[config.mk]
export PLATFORM = sky130hd
export DESIGN_NAME = murmur3_32_bucket_hash
export DESIGN_NICKNAME = d
export VERILOG_FILES = /design/src/design/mm3bh_pkg.sv /design/src/design/mm3bh_ctrl.sv /design/src/design/mm3bh_datapath.sv /design/src/design/murmur3_32_bucket_hash.sv
export SDC_FILE = /design/constraint.sdc
export NUM_CORES = 2
export LEC_CHECK = 0
export BUFFER_PORTS_ARGS = -buffer_cell sky130_fd_sc_hd__buf_2
export CAP_MARGIN = 25
export CORE_ASPECT_RATIO = 0.7
export CORE_MARGIN = 10
export CORE_UTILIZATION = 40
export CTS_BUF_LIST = sky130_fd_sc_hd__clkbuf_4 sky130_fd_sc_hd__clkbuf_8 sky130_fd_sc_hd__clkbuf_16
export DETAILED_ROUTE_END_ITERATION = 7
export RECOVER_POWER = 25
export SYNTH_ARGS = -nofsm -noshare
export SYNTH_HDL_FRONTEND = slang
export SYNTH_SLANG_ARGS = --single-unit
[constraint.sdc]
create_clock -name clock -period 9 [get_ports clock]
set_input_delay 1.35 -clock clock [delete_from_list [all_inputs] [get_ports clock]]
set_output_delay 1.35 -clock clock [all_outputs]
set_load 0.02 [all_outputs]
[src/design/mm3bh_pkg.sv]
// ----------------------------------------------------------------------------
// mm3bh_pkg
// Shared types and constants for the MurmurHash3 x86_32 bucket hash block.
// ----------------------------------------------------------------------------
package mm3bh_pkg;

   // Hash constants
   localparam logic [31:0] SEED_AT_RESET = 32'h160e0b17;
   localparam logic [31:0] MIX_C1        = 32'hcc9e2d51;
   localparam logic [31:0] MIX_C2        = 32'h1b873593;
   localparam logic [31:0] MIX_ADD       = 32'he6546b64;
   localparam logic [31:0] FIN_C1        = 32'h85ebca6b;
   localparam logic [31:0] FIN_C2        = 32'hc2b2ae35;
   localparam logic [5:0]  BITS_AT_RESET = 6'd32;

   // Register indexes on the configuration port
   localparam logic CSR_HASH_SEED   = 1'b0;
   localparam logic CSR_BUCKET_BITS = 1'b1;

   // Request byte counts
   localparam logic [2:0] BYTES_NONE  = 3'd0;
   localparam logic [2:0] BYTES_ONE   = 3'd1;
   localparam logic [2:0] BYTES_TWO   = 3'd2;
   localparam logic [2:0] BYTES_THREE = 3'd3;
   localparam logic [2:0] BYTES_FOUR  = 3'd4;

   typedef enum logic [2:0] {
      ST_IDLE,
      ST_SCR1,
      ST_SCR2,
      ST_MIX,
      ST_FIN1,
      ST_FIN2,
      ST_DONE
   } state_type;

   // Controller to datapath
   typedef struct packed {
      logic load_in;
      logic do_mul1;
      logic do_mul2;
      logic do_mix;
      logic do_fin1;
      logic do_fin2;
      logic load_out;
   } cmd_type;

   // Datapath to controller
   typedef struct packed {
      logic req_empty;
      logic req_last;
      logic cur_last;
      logic out_busy;
   } status_type;

   function automatic logic [31:0] rotl13(input logic [31:0] v);
      return {v[18:0], v[31:19]};
   endfunction

   function automatic logic [31:0] rotl15(input logic [31:0] v);
      return {v[16:0], v[31:17]};
   endfunction

endpackage

[src/design/mm3bh_ctrl.sv]
// ----------------------------------------------------------------------------
// mm3bh_ctrl
// Sequencer for the hash: steps each request with key bytes through scramble
// and mix, finalises on the last request, and hands the result to the output register.
// ----------------------------------------------------------------------------
module mm3bh_ctrl (
   input  logic                  clock,
   input  logic                  reset,
   input  logic                  req_tvalid,
   output logic                  req_tready,
   input  mm3bh_pkg::status_type status,
   output mm3bh_pkg::cmd_type    cmd
);

   mm3bh_pkg::state_type state_ff, state_in;

   // State register
   always_ff @(posedge clock) begin
      if (reset) begin
         state_ff <= mm3bh_pkg::ST_IDLE;
      end else begin
         state_ff <= state_in;
      end
   end

   // Next state
   always_comb begin
      state_in = state_ff;
      case (state_ff)
         mm3bh_pkg::ST_IDLE: begin
            if (req_tvalid) begin
               if (!status.req_empty) begin
                  state_in = mm3bh_pkg::ST_SCR1;
               end else if (status.req_last) begin
                  state_in = mm3bh_pkg::ST_FIN1;
               end
            end
         end
         mm3bh_pkg::ST_SCR1: state_in = mm3bh_pkg::ST_SCR2;
         mm3bh_pkg::ST_SCR2: state_in = mm3bh_pkg::ST_MIX;
         mm3bh_pkg::ST_MIX: begin
            state_in = status.cur_last ? mm3bh_pkg::ST_FIN1 : mm3bh_pkg::ST_IDLE;
         end
         mm3bh_pkg::ST_FIN1: state_in = mm3bh_pkg::ST_FIN2;
         mm3bh_pkg::ST_FIN2: state_in = mm3bh_pkg::ST_DONE;
         mm3bh_pkg::ST_DONE: begin
            if (!status.out_busy) begin
               state_in = mm3bh_pkg::ST_IDLE;
            end
         end
         default: state_in = mm3bh_pkg::ST_IDLE;
      endcase
   end

   // Outputs
   always_comb begin
      req_tready = 1'b0;
      cmd        = '0;
      case (state_ff)
         mm3bh_pkg::ST_IDLE: begin
            req_tready  = 1'b1;
            cmd.load_in = req_tvalid;
         end
         mm3bh_pkg::ST_SCR1: cmd.do_mul1 = 1'b1;
         mm3bh_pkg::ST_SCR2: cmd.do_mul2 = 1'b1;
         mm3bh_pkg::ST_MIX:  cmd.do_mix  = 1'b1;
         mm3bh_pkg::ST_FIN1: cmd.do_fin1 = 1'b1;
         mm3bh_pkg::ST_FIN2: cmd.do_fin2 = 1'b1;
         mm3bh_pkg::ST_DONE: cmd.load_out = !status.out_busy;
         default: begin
            req_tready = 1'b0;
            cmd        = '0;
         end
      endcase
   end

`ifndef NO_ASSERTIONS
   // A request with key bytes always goes to the scramble stage
   a_bytes_scramble: assert property (@(posedge clock) disable iff (reset)
      (req_tvalid && req_tready && !status.req_empty) |=> state_ff == mm3bh_pkg::ST_SCR1)
      else $error("request with bytes did not start scramble");

   // An empty last request goes straight to finalise
   a_empty_last: assert property (@(posedge clock) disable iff (reset)
      (req_tvalid && req_tready && status.req_empty && status.req_last)
      |=> state_ff == mm3bh_pkg::ST_FIN1)
      else $error("empty last request did not finalise");

   // The result is never loaded over a waiting one
   a_no_overwrite: assert property (@(posedge clock) disable iff (reset)
      cmd.load_out |-> !status.out_busy)
      else $error("result loaded while output busy");
`endif

endmodule

[src/design/mm3bh_datapath.sv]
// ----------------------------------------------------------------------------
// mm3bh_datapath
// Hash datapath: request capture, scramble multipliers, mix recurrence,
// fmix32 finaliser, bucket mask, output register and configuration.
// ----------------------------------------------------------------------------
module mm3bh_datapath (
   input  logic                  clock,
   input  logic                  reset,
   input  logic [39:0]           req_tdata,  // data_word[31:0], valid_bytes[34:32], zero pad
   input  logic                  req_tlast,
   output logic                  rsp_tvalid,
   input  logic                  rsp_tready,
   output logic [63:0]           rsp_tdata,  // hash_value[31:0], bucket_index[63:32]
   input  logic                  csr_wr_en,
   input  logic                  csr_index,
   input  logic [31:0]           csr_wdata,
   input  mm3bh_pkg::cmd_type    cmd,
   output mm3bh_pkg::status_type status
);

   logic [31:0] seed_ff;
   logic [5:0]  bits_ff;
   logic [31:0] word_ff;
   logic        full_ff;
   logic        last_ff;
   logic [31:0] len_ff;
   logic [31:0] h_ff;
   logic [31:0] k_ff;
   logic [31:0] fin_ff;
   logic [31:0] out_hash_ff;
   logic [31:0] out_bucket_ff;
   logic        out_valid_ff;

   logic [31:0] req_word;
   logic [2:0]  req_bytes;
   logic [2:0]  bytes_sat;
   logic [31:0] keep;
   logic [31:0] mul1_in;
   logic [31:0] mul2_in;
   logic [31:0] mix_x;
   logic [31:0] mix_r;
   logic [31:0] mix_in;
   logic [31:0] fin1_x;
   logic [31:0] fin1_in;
   logic [31:0] fin2_x;
   logic [31:0] fin2_in;
   logic [31:0] hash_out;
   logic [31:0] bucket_mask;

   assign req_word  = req_tdata[31:0];
   assign req_bytes = req_tdata[34:32];

   // Saturate the byte count and mask off bytes beyond it
   always_comb begin
      bytes_sat = (req_bytes > mm3bh_pkg::BYTES_FOUR) ? mm3bh_pkg::BYTES_FOUR : req_bytes;
      case (bytes_sat)
         mm3bh_pkg::BYTES_NONE:  keep = 32'h0000_0000;
         mm3bh_pkg::BYTES_ONE:   keep = 32'h0000_00ff;
         mm3bh_pkg::BYTES_TWO:   keep = 32'h0000_ffff;
         mm3bh_pkg::BYTES_THREE: keep = 32'h00ff_ffff;
         default:                keep = 32'hffff_ffff;
      endcase
   end

   // Scramble multipliers, one per stage
   assign mul1_in = word_ff * mm3bh_pkg::MIX_C1;
   assign mul2_in = mm3bh_pkg::rotl15(k_ff) * mm3bh_pkg::MIX_C2;

   // Mix: full words get the rotate, times five and add; tails only the XOR
   assign mix_x  = h_ff ^ k_ff;
   assign mix_r  = mm3bh_pkg::rotl13(mix_x);
   assign mix_in = full_ff ? ((mix_r << 2) + mix_r + mm3bh_pkg::MIX_ADD) : mix_x;

   // Finaliser, split at its two multiplications
   assign fin1_x  = h_ff ^ len_ff;
   assign fin1_in = (fin1_x ^ (fin1_x >> 16)) * mm3bh_pkg::FIN_C1;
   assign fin2_x  = fin_ff ^ (fin_ff >> 13);
   assign fin2_in = fin2_x * mm3bh_pkg::FIN_C2;
   assign hash_out = fin_ff ^ (fin_ff >> 16);

   // Bucket mask: keep bits below the bucket bit count
   always_comb begin
      for (int i = 0; i < 32; i++) begin
         bucket_mask[i] = (bits_ff > 6'(i));
      end
   end

   // Configuration registers
   always_ff @(posedge clock) begin
      if (reset) begin
         seed_ff <= mm3bh_pkg::SEED_AT_RESET;
         bits_ff <= mm3bh_pkg::BITS_AT_RESET;
      end else if (csr_wr_en) begin
         case (csr_index)
            mm3bh_pkg::CSR_HASH_SEED:   seed_ff <= csr_wdata;
            mm3bh_pkg::CSR_BUCKET_BITS: bits_ff <= csr_wdata[5:0];
            default: seed_ff <= seed_ff;
         endcase
      end
   end

   // Key state: running hash and byte length
   always_ff @(posedge clock) begin
      if (reset) begin
         h_ff   <= mm3bh_pkg::SEED_AT_RESET;
         len_ff <= '0;
      end else if (cmd.load_in) begin
         len_ff <= len_ff + {29'd0, bytes_sat};
      end else if (cmd.do_mix) begin
         h_ff <= mix_in;
      end else if (cmd.do_fin1) begin
         h_ff   <= seed_ff;
         len_ff <= '0;
      end
   end

   // Capture the request and hold intermediate products
   always_ff @(posedge clock) begin
      if (cmd.load_in) begin
         word_ff <= req_word & keep;
         full_ff <= (bytes_sat == mm3bh_pkg::BYTES_FOUR);
         last_ff <= req_tlast;
      end
      if (cmd.do_mul1) begin
         k_ff <= mul1_in;
      end else if (cmd.do_mul2) begin
         k_ff <= mul2_in;
      end
      if (cmd.do_fin1) begin
         fin_ff <= fin1_in;
      end else if (cmd.do_fin2) begin
         fin_ff <= fin2_in;
      end
      if (cmd.load_out) begin
         out_hash_ff   <= hash_out;
         out_bucket_ff <= hash_out & bucket_mask;
      end
   end

   // Output valid: set on load, drop once taken
   always_ff @(posedge clock) begin
      if (reset) begin
         out_valid_ff <= 1'b0;
      end else if (cmd.load_out) begin
         out_valid_ff <= 1'b1;
      end else if (rsp_tready) begin
         out_valid_ff <= 1'b0;
      end
   end

   assign rsp_tvalid = out_valid_ff;
   assign rsp_tdata  = {out_bucket_ff, out_hash_ff};

   assign status.req_empty = (bytes_sat == mm3bh_pkg::BYTES_NONE);
   assign status.req_last  = req_tlast;
   assign status.cur_last  = last_ff;
   assign status.out_busy  = out_valid_ff && !rsp_tready;

`ifndef NO_ASSERTIONS
   // Finalise reloads the seed and clears the length
   a_reload: assert property (@(posedge clock) disable iff (reset)
      (cmd.do_fin1 && !csr_wr_en) |=> (h_ff == $past(seed_ff) && len_ff == '0))
      else $error("key state not reloaded after finalise");

   // A loaded result is presented next cycle
   a_present: assert property (@(posedge clock) disable iff (reset)
      cmd.load_out |=> out_valid_ff)
      else $error("loaded result not presented");

   // The bucket index never has bits outside the hash
   a_bucket_subset: assert property (@(posedge clock) disable iff (reset)
      out_valid_ff |-> ((out_bucket_ff & ~out_hash_ff) == '0))
      else $error("bucket index not a subset of hash");
`endif

endmodule

[src/design/murmur3_32_bucket_hash.sv]
// A request with key bytes passes through the two-stage scramble and the mix
// step; a last request then also goes through the two-stage finaliser, while an
// empty last request goes straight to the finaliser and an empty word that is
// not last is ignored. A finished result waits while the output is stalled, and
// a new request is accepted only when the block is back in idle.
// Reset (sync, active high) loads seed 0x160e0b17, bucket bits 32, clears length.
// ----------------------------------------------------------------------------
// murmur3_32_bucket_hash
// Streaming MurmurHash3 x86_32 over little-endian key words, with the hash
// masked to a power-of-two bucket index.
// ----------------------------------------------------------------------------
module murmur3_32_bucket_hash (
   input  logic        clock,
   input  logic        reset,
   input  logic        req_tvalid,
   output logic        req_tready,
   input  logic [39:0] req_tdata,  // data_word[31:0], valid_bytes[34:32], zero pad
   input  logic        req_tlast,  // last_word
   output logic        rsp_tvalid,
   input  logic        rsp_tready,
   output logic [63:0] rsp_tdata,  // hash_value[31:0], bucket_index[63:32]
   input  logic        csr_wr_en,
   input  logic        csr_index,
   input  logic [31:0] csr_wdata
);

   mm3bh_pkg::cmd_type    cmd;
   mm3bh_pkg::status_type status;

   // Sequencer
   mm3bh_ctrl u_ctrl (
      .clock      (clock),
      .reset      (reset),
      .req_tvalid (req_tvalid),
      .req_tready (req_tready),
      .status     (status),
      .cmd        (cmd)
   );

   // Datapath
   mm3bh_datapath u_datapath (
      .clock      (clock),
      .reset      (reset),
      .req_tdata  (req_tdata),
      .req_tlast  (req_tlast),
      .rsp_tvalid (rsp_tvalid),
      .rsp_tready (rsp_tready),
      .rsp_tdata  (rsp_tdata),
      .csr_wr_en  (csr_wr_en),
      .csr_index  (csr_index),
      .csr_wdata  (csr_wdata),
      .cmd        (cmd),
      .status     (status)
   );

endmodule

==> results.py <==
metrics = {
    "drt": {
        "drt_wl_total_um": 140200,
        "first_iter_violations": 2719,
        "vias": 32584,
        "ant_nets": 0,
        "drc": 0,
        "drt-pass1-iter-count": 5,
        "routed_via_density": 4.991,
        "wl_per_cell_um": 21.47,
    },
    "cells_and_area": {
        "final_nets": 6580,
        "area_growth_pct": 8.628,
        "finalNonFillerCells": 6528,
        "fillCellCount": 11416,
        "drive_gt1_frac": 0.05928,
    },
    "status": {
        "outcome": "finished, violations left",
        "violations": "capacitance limit, slew limit",
    },
    "critical_path": {
        "path_max_fanout": 8,
        "worst-path-buf-inv": 6,
        "arrival_ns": 8.62,
        "critPathCaptureType": "flop",
        "cpMaxStageDelayCell": "xnor2_1",
        "cpLargestDelayFamily": "adder cells",
        "max_stage_delay_ns": 0.62,
        "regToRegSetupSlack_ns": 0.68,
        "worstSetupPathType": "flop to flop",
        "required_ns": 9.30,
        "path_depth": 26,
        "startpoint_type": "flop",
        "cp_common_cell": "fa_1",
        "rr_worst_depth": 26,
    },
    "logic_synthesis": {
        "synth_top_family_by_area": "adder cells",
        "synthAdderAreaFrac": 0.5293,
        "muxShareOfSynthArea": 0.002580,
        "syn_inst": 4772,
        "ys_seq_elements": 268,
        "synthDistinctLibCells": 82,
        "synth_compound_area_frac": 0.07311,
        "synthXorXnorAreaFrac": 0.07410,
        "syn_nets": 6402,
        "netlist_area_sq_mm": 0.04705,
        "yosys_warnings": 0,
        "async_reset_ff_frac": 0,
        "synth_edf_count": 162,
        "avgSynthCellArea_sq_um": 9.859,
        "yosys.area_share.simple": 0.06473,
        "seq_area_frac_synth": 0.1485,
        "ys.flop_type": "edfxtp_1",
    },
    "floorplan": {
        "die_w_um": 429.9,
        "core_sq_mm": 0.1169,
        "die-area_sq_mm": 0.1319,
        "rows": 105,
        "io_pins": 145,
        "die_y_um": 306.9,
        "initial_core_util": 0.4024,
    },
    "clock_network": {
        "post-cts-setup-buffer-count": 0,
        "clock_latency_ns": 0.60,
        "cts_hold_buf": 0,
        "clockBufferDepth": 3,
        "htreeDepth": 2,
        "clk_pin_slew_worst_paths_ns": 0.06,
        "cts_resized": 0,
        "cts_made_buffers": 34,
        "cts_tree": "yes",
        "cts-root-buf": "clkbuf_16",
        "cts.sinks": 268,
    },
    "grt": {
        "grt_first_pass_wirelength_um": 213300,
        "grtUsageTotal": 0.2129,
        "grt_pass1_vias": 33752,
        "grt_start_max_net_pins": 67,
        "grt-ovfl-total": 0,
        "antenna_found_initial": 3,
    },
    "sta": {
        "rsz0062_at_grt": "no",
        "max_slew_margin": -0.4432,
        "setup_viol": 0,
        "fin_setup_tns_ns": 0,
        "finalCritPeriodShare": 0.9242,
        "tightest_slew_ns": 2.165,
        "fmax_mhz": 120.2,
        "post-route-min-period_ns": 8.318,
        "skew_ns": 0.02947,
        "slew_viol_final": 63,
        "hold_violations": 0,
        "hold_ws_ns": 0.4592,
    },
    "place": {
        "dp_cells": 6460,
        "hpwlAfterDp_um": 120200,
        "port_buffers": 139,
        "gp_congestion": 0.9912,
    },
    "hold_path": {
        "min_path_type": "flop to flop",
        "holdPathStages": 2,
    },
    "run": {
        "cap_violations": 2,
    },
}
per-layer routing:
metal / GRT usage / share of wire / vias to the layer above
met5: 0 / 0.000093 / -
met4: 0.03431 / 0.017 / 2
met3: 0.07312 / 0.11 / 116
met2: 0.2729 / 0.36 / 1115
met1: 0.3381 / 0.51 / 16035
li1: - / - / 15316
worst paths after layout:
path / start / end
worst max-delay path: u_datapath.fin_ff[21] / u_datapath.fin_ff[31]
worst min-delay path: u_datapath.seed_ff[21] / u_datapath.seed_ff[21]
worst max register to register: u_datapath.fin_ff[21] / u_datapath.fin_ff[31]
worst min register to register: u_datapath.seed_ff[21] / u_datapath.seed_ff[21]
stage by stage:
step	area [sq um]	util	setup WS [ns]
floorplan	47050	-	1.653
detailed placement	49950	0.4272	0.8348
CTS	51080	0.4369	0.8179
global placement	49940	0.4271	0.9631
global route	51100	0.4370	0.3830
finish	51100	0.4371	0.6822
final cells by class:
class / instances / area (sq um) / share of cell area
Tap cell: 1551 / 1941 / 0.03797
Multi-Input combinational cell: 3155 / 35010 / 0.6851
Inverter: 1283 / 4816 / 0.09424
Clock inverter: 21 / 230.2 / 0.004505
Timing Repair Buffer: 208 / 1212 / 0.02372
Clock buffer: 41 / 903.4 / 0.01768
Antenna cell: 1 / 2.502 / 0.00004897
Sequential cell: 268 / 6987 / 0.1367
state kept, by name (all words and copies together), names as in the netlist:
name                      count
u_datapath.out_bucket_ff     32
u_datapath.seed_ff           32
u_datapath.word_ff           32
u_datapath.out_hash_ff       32
u_datapath.len_ff            32
u_datapath.full_ff            1
u_datapath.fin_ff            32
u_datapath.rsp_tvalid         1
u_ctrl.state_ff               3
u_datapath.bits_ff            6
u_datapath.h_ff              32
u_datapath.k_ff              32
u_datapath.last_ff            1
synthesized netlist by cell type, types with 6 or more instances:
cell / instances / area (sq um)
nor2_1: 159 / 596.8
inv_1: 1280 / 4805
xnor2_1: 252 / 2207
o21bai_1: 16 / 120.1
or2_2: 11 / 68.82
o211ai_1: 9 / 67.56
a31oi_1: 13 / 81.33
a21boi_0: 13 / 97.59
and2_1: 17 / 106.4
a21o_1: 67 / 503.0
nor2b_1: 49 / 306.5
a21oi_1: 170 / 850.8
edfxtp_1: 162 / 4865
and3_1: 16 / 100.1
o21a_1: 21 / 157.7
nor3_1: 26 / 130.1
clkbuf_1: 59 / 221.5
mux2i_1: 11 / 110.1
nand2b_1: 23 / 143.9
fa_1: 732 / 14650
nand3_1: 61 / 305.3
o31ai_1: 7 / 52.55
dfxtp_1: 106 / 2122
nand4_1: 9 / 56.30
ha_1: 819 / 10250
nand2_1: 261 / 979.7
a211oi_1: 28 / 210.2
or3_1: 9 / 56.30
xor2_1: 146 / 1279
buf_1: 6 / 22.52
o21ai_0: 99 / 495.5
a311oi_1: 14 / 122.6
cells by family (layout without fill, tap and decap cells):
family,Yosys count,count (layout)
buf+inv,1349,1553
simple gates,665,665
flops,268,268
other cells,0,1
compound gates,529,529
fa+ha+maj,1551,1551
mux,12,12
xor+xnor,398,398
cell usage in the layout, fill, tap and decap left out, types with 26 or more instances in the layout:
cell	instances
dfxtp_1	106
xor2_1	146
nor2_1	159
a21oi_1	170
a21o_1	67
nor3_1	26
nand3_1	61
o21ai_0	99
nor2b_1	47
nand2_1	261
buf_2	138
fa_1	732
inv_1	1280
a211oi_1	28
buf_4	52
edfxtp_1	162
clkbuf_16	34
xnor2_1	252
ha_1	819
worst register-to-register path: stages, from the launching register on:
cell and delay (ns):
edfxtp_1 0.32, clkbuf_1 0.60, xor2_1 0.43, inv_1 0.29, xnor2_1 0.62, fa_1 0.29
inv_1 0.07, fa_1 0.52, fa_1 0.50, inv_1 0.05, fa_1 0.49, fa_1 0.51
fa_1 0.51, inv_1 0.06, fa_1 0.48, inv_1 0.05, ha_1 0.33, a21oi_1 0.28
or2b_1 0.27, a211oi_2 0.21, o31ai_2 0.14, a41o_1 0.31, nand4_2 0.16, a31oi_4 0.12
a31oi_4 0.20, xnor2_1 0.14, mux2i_1 0.09
Power is not shown: default switching activity piles up to over one toggle a cycle in this logic, so the estimate is an artifact.
